[config.mk]
export PLATFORM = sky130hd
export DESIGN_NAME = modular_exponentiation
export DESIGN_NICKNAME = d
export VERILOG_FILES = /design/src/rtl/mexp_pkg.sv /design/src/rtl/modular_exponentiation.sv
export SDC_FILE = /design/constraint.sdc
export NUM_CORES = 1
export LEC_CHECK = 0
export BUFFER_PORTS_ARGS = -buffer_cell sky130_fd_sc_hd__buf_2
export CAP_MARGIN = 20
export CORE_AREA = 2 2 307 309
export CTS_CLUSTER_SIZE = 20
export DETAILED_ROUTE_END_ITERATION = 6
export DIE_AREA = 0 0 309 311
export GPL_ROUTABILITY_DRIVEN = 0
export PLACE_DENSITY = 0.62
export SLEW_MARGIN = 0
export SYNTH_ARGS = -nofsm -noshare
export SYNTH_HDL_FRONTEND = slang
export SYNTH_SLANG_ARGS = --single-unit
[constraint.sdc]
create_clock -name clk -period 7.8 [get_ports clk]
set_clock_uncertainty 0.1 [all_clocks]
set_input_delay 0.39 -clock clk [delete_from_list [all_inputs] [get_ports clk]]
set_output_delay 0.39 -clock clk [all_outputs]
set_load 0.005 [all_outputs]
[src/rtl/mexp_pkg.sv]
// Package for the modular exponentiation block: sequencer states and field width.
`timescale 1ns / 1ps

package mexp_pkg;

  // Width of every external payload port.
  localparam int FIELD_W = 64;

  typedef enum logic [2:0] {
    S_IDLE,
    S_REDUCE,
    S_SCAN,
    S_MUL,
    S_SQR,
    S_FINISH
  } state_t;

endpackage

[src/rtl/modular_exponentiation.sv]
// Modular exponentiation by right-to-left square and multiply, bit-serial modular products.
`timescale 1ns / 1ps
//
// Usage
//   Input: drive base_value and exponent and raise start. The transfer happens at a
//   rising edge with start high and busy low. busy stays high until the result is out.
//   Output: power_result is valid for exactly one cycle, marked by done. The receiver
//   cannot stall, so the result must be taken in that cycle.
//   Config: modulus is written through modulus_valid / modulus_ready. modulus_ready is
//   high only while the block is idle and start is low. Only the low WIDTH bits are
//   kept. A modulus of 0 or 1 gives a result of 0.
//   Sequence: every modular product is an interleaved shift-add over the WIDTH bits of
//   one operand, one bit per cycle. The base is first reduced by one such pass; then
//   each exponent bit, LSB first, up to the highest set bit, gives a multiply if set
//   and then a square. A modulus below two gives done in the cycle after the transfer.
//   One exponentiation runs at a time.
//   Reset: rst is synchronous and active high. It returns the block to idle and sets
//   the modulus to 2.
module modular_exponentiation #(
  parameter int WIDTH = 64
) (
  input  logic                          clk,
  input  logic                          rst,
  input  logic                          start,
  output logic                          busy,
  input  logic [mexp_pkg::FIELD_W-1:0]  base_value,
  input  logic [mexp_pkg::FIELD_W-1:0]  exponent,
  output logic                          done,
  output logic [mexp_pkg::FIELD_W-1:0]  power_result,
  input  logic                          modulus_valid,
  output logic                          modulus_ready,
  input  logic [mexp_pkg::FIELD_W-1:0]  modulus
);
  import mexp_pkg::*;

  localparam int CW = (WIDTH > 1) ? $clog2(WIDTH) : 1;
  localparam logic [CW-1:0] CNT_TOP = CW'(WIDTH - 1);

  state_t state, state_next;

  logic [WIDTH-1:0] modulus_reg;  // configured modulus
  logic [WIDTH-1:0] r;            // running result
  logic [WIDTH-1:0] base;         // current base power
  logic [WIDTH-1:0] e;            // exponent, consumed LSB first
  logic [WIDTH-1:0] acc;          // product accumulator, below the modulus during a product
  logic [WIDTH-1:0] a_sh;         // multiplier operand, scanned MSB first
  logic [WIDTH-1:0] b_op;         // multiplicand
  logic [CW-1:0]    cnt;          // bits left in the current product after this one

  logic             mod_small;
  logic             mul_last;
  logic [WIDTH+1:0] x_sum;
  logic [WIDTH+1:0] m1;
  logic [WIDTH+1:0] m2;
  logic [WIDTH+1:0] x_red;
  logic [WIDTH-1:0] acc_next;

  assign mod_small = (modulus_reg < WIDTH'(2));
  assign mul_last  = (cnt == '0);

  // One step of the product: acc = (2*acc + bit*b) mod m. The sum stays below 3m, so
  // one of three candidates is the reduced value.
  always_comb begin
    m1    = {2'b00, modulus_reg};
    m2    = {1'b0, modulus_reg, 1'b0};
    x_sum = {1'b0, acc, 1'b0} + (a_sh[WIDTH-1] ? {2'b00, b_op} : '0);
    if (x_sum >= m2) begin
      x_red = x_sum - m2;
    end else if (x_sum >= m1) begin
      x_red = x_sum - m1;
    end else begin
      x_red = x_sum;
    end
    acc_next = x_red[WIDTH-1:0];
  end

  // Next-state logic
  always_comb begin
    state_next = state;
    case (state)
      S_IDLE: begin
        if (start) begin
          state_next = mod_small ? S_FINISH : S_REDUCE;
        end
      end
      S_REDUCE: begin
        if (mul_last) state_next = S_SCAN;
      end
      S_SCAN: begin
        if (e == '0) begin
          state_next = S_FINISH;
        end else if (e[0]) begin
          state_next = S_MUL;
        end else begin
          state_next = S_SQR;
        end
      end
      S_MUL: begin
        if (mul_last) state_next = S_SQR;
      end
      S_SQR: begin
        if (mul_last) state_next = S_SCAN;
      end
      S_FINISH: state_next = S_IDLE;
      default:  state_next = S_IDLE;
    endcase
  end

  // Output logic; no modulus write in the cycle a start is accepted
  always_comb begin
    busy          = 1'b1;
    modulus_ready = 1'b0;
    done          = 1'b0;
    case (state)
      S_IDLE: begin
        busy          = 1'b0;
        modulus_ready = !start;
      end
      S_FINISH: done = 1'b1;
      default: begin
        busy = 1'b1;
      end
    endcase
  end

  assign power_result = FIELD_W'(r);

  always_ff @(posedge clk) begin
    if (rst) begin
      state <= S_IDLE;
    end else begin
      state <= state_next;
    end
  end

  always_ff @(posedge clk) begin
    if (rst) begin
      modulus_reg <= WIDTH'(2);
    end else if (modulus_valid && modulus_ready) begin
      modulus_reg <= modulus[WIDTH-1:0];
    end
  end

  // Datapath
  always_ff @(posedge clk) begin
    case (state)
      S_IDLE: begin
        if (start) begin
          e <= exponent[WIDTH-1:0];
          if (mod_small) begin
            r <= '0;
          end else begin
            // base mod m computed as base * 1 mod m
            r    <= WIDTH'(1);
            a_sh <= base_value[WIDTH-1:0];
            b_op <= WIDTH'(1);
            acc  <= '0;
            cnt  <= CNT_TOP;
          end
        end
      end
      S_REDUCE, S_MUL, S_SQR: begin
        if (mul_last && state == S_MUL) begin
          // multiply done: load the square of the base
          r    <= acc_next;
          a_sh <= base;
          b_op <= base;
          acc  <= '0;
          cnt  <= CNT_TOP;
        end else begin
          acc  <= acc_next;
          a_sh <= a_sh << 1;
          cnt  <= cnt - 1'b1;
          if (mul_last) begin
            case (state)
              S_REDUCE: base <= acc_next;
              S_SQR: begin
                base <= acc_next;
                e    <= e >> 1;
              end
              default: begin
                base <= base;
              end
            endcase
          end
        end
      end
      S_SCAN: begin
        if (e != '0) begin
          acc  <= '0;
          cnt  <= CNT_TOP;
          b_op <= base;
          a_sh <= e[0] ? r : base;
        end
      end
      default: begin
        acc <= acc;
      end
    endcase
  end

  // Assertions
  a_acc_reduced: assert property (@(posedge clk) disable iff (rst)
    (state == S_REDUCE || state == S_MUL || state == S_SQR) |-> (acc < modulus_reg))
    else $error("accumulator not reduced below modulus");

  a_operand_reduced: assert property (@(posedge clk) disable iff (rst)
    (state == S_MUL || state == S_SQR) |-> (b_op < modulus_reg))
    else $error("multiplicand not reduced below modulus");

  a_result_range: assert property (@(posedge clk) disable iff (rst)
    done |-> ((r < modulus_reg) || (mod_small && r == '0)))
    else $error("result out of range");

  a_start_busy: assert property (@(posedge clk) disable iff (rst)
    (start && !busy) |=> busy)
    else $error("transfer accepted but block not busy");

  a_done_strobe: assert property (@(posedge clk) disable iff (rst)
    done |=> !done)
    else $error("done held longer than one cycle");

endmodule

==> out/results.ini <==
[floorplanning]
rows=112
fp.dieW_um=309
ios=263
start_util=0.3470
core_um2=92770
fp.dieH_um=311
dieArea_um2=96100

[status]
violations=DRC
outcome=complete, but fails checks

[cts]
insertion_delay_ns=0.65
clockBufferDepth=3
h-tree-depth=2
path_clk_slew_ns=0.06
cts_root_buf=clkbuf_16
cts_buffers=52
tritoncts=yes
clock_sinks=457

[worst_setup_path]
startpoint_type=register
cp.arrival_ns=7.97
end_kind=register
crit_required_ns=8.02
crit_type=reg2reg
crit_fanout=39
rrSetupSlack_ns=0.06

[layout]
register_area_um2=13050
final_common_cell=nand2_1
area_delta_synth_final_pct=21.09
fillers=9183
drive_gt1_frac=0.1278
most-common-layout-cells=638 x nand2_1, 390 x edfxtp_1, 363 x a21oi_1
multi_input_comb_area_um2=17930
utilization=0.4202
fin_nets=4446

[route]
via_count=30750
drt_drc_violations_left=4
antenna_left=0
totalWireLength_mm=119.3
wl_per_cell_um=22.30
viasPerCell=5.748
first_pass_iters=7
first_iter_violations=4077

[grt]
grt_overflow=0
grt_max_degree=68
antenna_found_initial=8
grt_pass1_wl_mm=177.7
grt_pass1_vias=28720
grt_usage=0.2398

[timing]
setup_viol=0
hold_viol_final=0
finalCritPeriodShare=0.9928
fmaxAchievable_mhz=129.1
rsz0062_at_grt=false
fin_crit_ns=7.744
finalMaxSlewViolations=0
worst_pin_slew_ns=0.9556
slew_headroom=0.3575

[logic_synthesis]
netlist_instances=3642
yosysSeqAreaShare=0.4054
async_flop_share=0
synth_cell_types=91
ys_seq_elements=457
synth_fp_nets=4034
synth_edf_count=390
yosysWarningCount=0
ys.flop_type=edfxtp_1
syn_area_um2=32190
postSynthAreaPerCell_um2=8.839

[hold_path]
hp-class=in2reg

[place]
dp_hpwl_mm=90.64
io_buffers=262

[flow_run]
max_cap_viol_count=0

cell families after synthesis:
logic type | synth area share
fa+ha+maj | 0.07688
compound gates | 0.2134
mux | 0.01131
flops | 0.4054
xor+xnor | 0.04598
buf+inv | 0.04213
simple gates | 0.2048
critical path: stages, from the launching register on:
cell	delay, ns
edfxtp_1	0.41
buf_12	0.18
buf_4	0.20
and2_1	0.15
ha_1	0.43
nand2_1	0.19
or3_1	0.44
a2111oi_4	0.50
nor3_1	0.16
o211ai_1	0.41
a21o_1	0.21
xor2_1	0.34
ha_1	0.35
nand4_1	0.42
or4_1	0.68
nor4_4	0.55
a211oi_1	0.14
a21boi_0	0.27
o21a_1	0.38
nor2_4	0.23
buf_12	0.24
a21oi_1	0.32
a211oi_1	0.09
Yosys cell counts, drive strengths merged, types with 76 or more instances:
cell,count,share of area
ha,193,0.075
clkbuf,174,0.020
nor2,205,0.024
a211oi,103,0.024
and2,90,0.017
xnor2,108,0.029
a21oi,366,0.057
a21o,76,0.018
edfxtp,390,0.36
nand4,77,0.015
inv,133,0.016
and3,90,0.017
o21ai,166,0.026
nand2,643,0.075
layer usage:
| layer | GRT usage | part of all wire | vias to the layer above |
|---|---|---|---|
| li1 | - | - | 14360 |
| met1 | 0.3408 | 0.44 | 14640 |
| met2 | 0.3669 | 0.44 | 1529 |
| met3 | 0.04407 | 0.096 | 217 |
| met4 | 0.07524 | 0.032 | 2 |
| met5 | 0 | 0.000092 | - |
through the flow:
step	setup TNS, ns	hold slack [ns]	std cells	setup slack, ns	instance area [µm²]
5_1_grt	0	0.01449	5350	0.03097	38980
4_1_cts	0	0.0005334	5344	0.07641	38940
6_report	0	0.005924	5350	0.05587	38980
3_5_place_dp	-22.19	0.3677	5068	-0.3405	35310
3_3_place_gp	-11.40	0.3567	5066	-0.2671	35280
2_1_floorplan	0	0.3490	3642	1.467	32190
worst paths after layout:
path / startpoint / end / cells past startpoint
min reg2reg: modulus_reg[62] / modulus_reg[62] / 2
max reg2reg: a_sh[63] / power_result[28] / 22
min: base_value[43] / a_sh[43] / 3
max: a_sh[63] / power_result[28] / 22
cell type report:
cell class / count / share of cell area
Antenna cell: 5 / 0.0003210
Clock buffer: 59 / 0.03486
Clock inverter: 32 / 0.01034
Inverter: 133 / 0.01281
Multi-Input combinational cell: 2844 / 0.4600
Sequential cell: 457 / 0.3348
Tap cell: 1254 / 0.04025
Timing Repair Buffer: 566 / 0.1066
repair_timing:
| action | 4_1_cts | 5_1_grt |
|---|---|---|
| endpoints found under the setup margin | 172 | 124 |
| hold buffers | 185 | 0 |
| gates resized for setup | 2 | 4 |
| setup buffers | 0 | 1 |
| pin swaps | 0 | 1 |
| hold endpoints to repair | 185 | 0 |
Power is left out: the tool's default activity adds up to more than one toggle a clock period on the data nets, which glitch-free logic cannot reach.
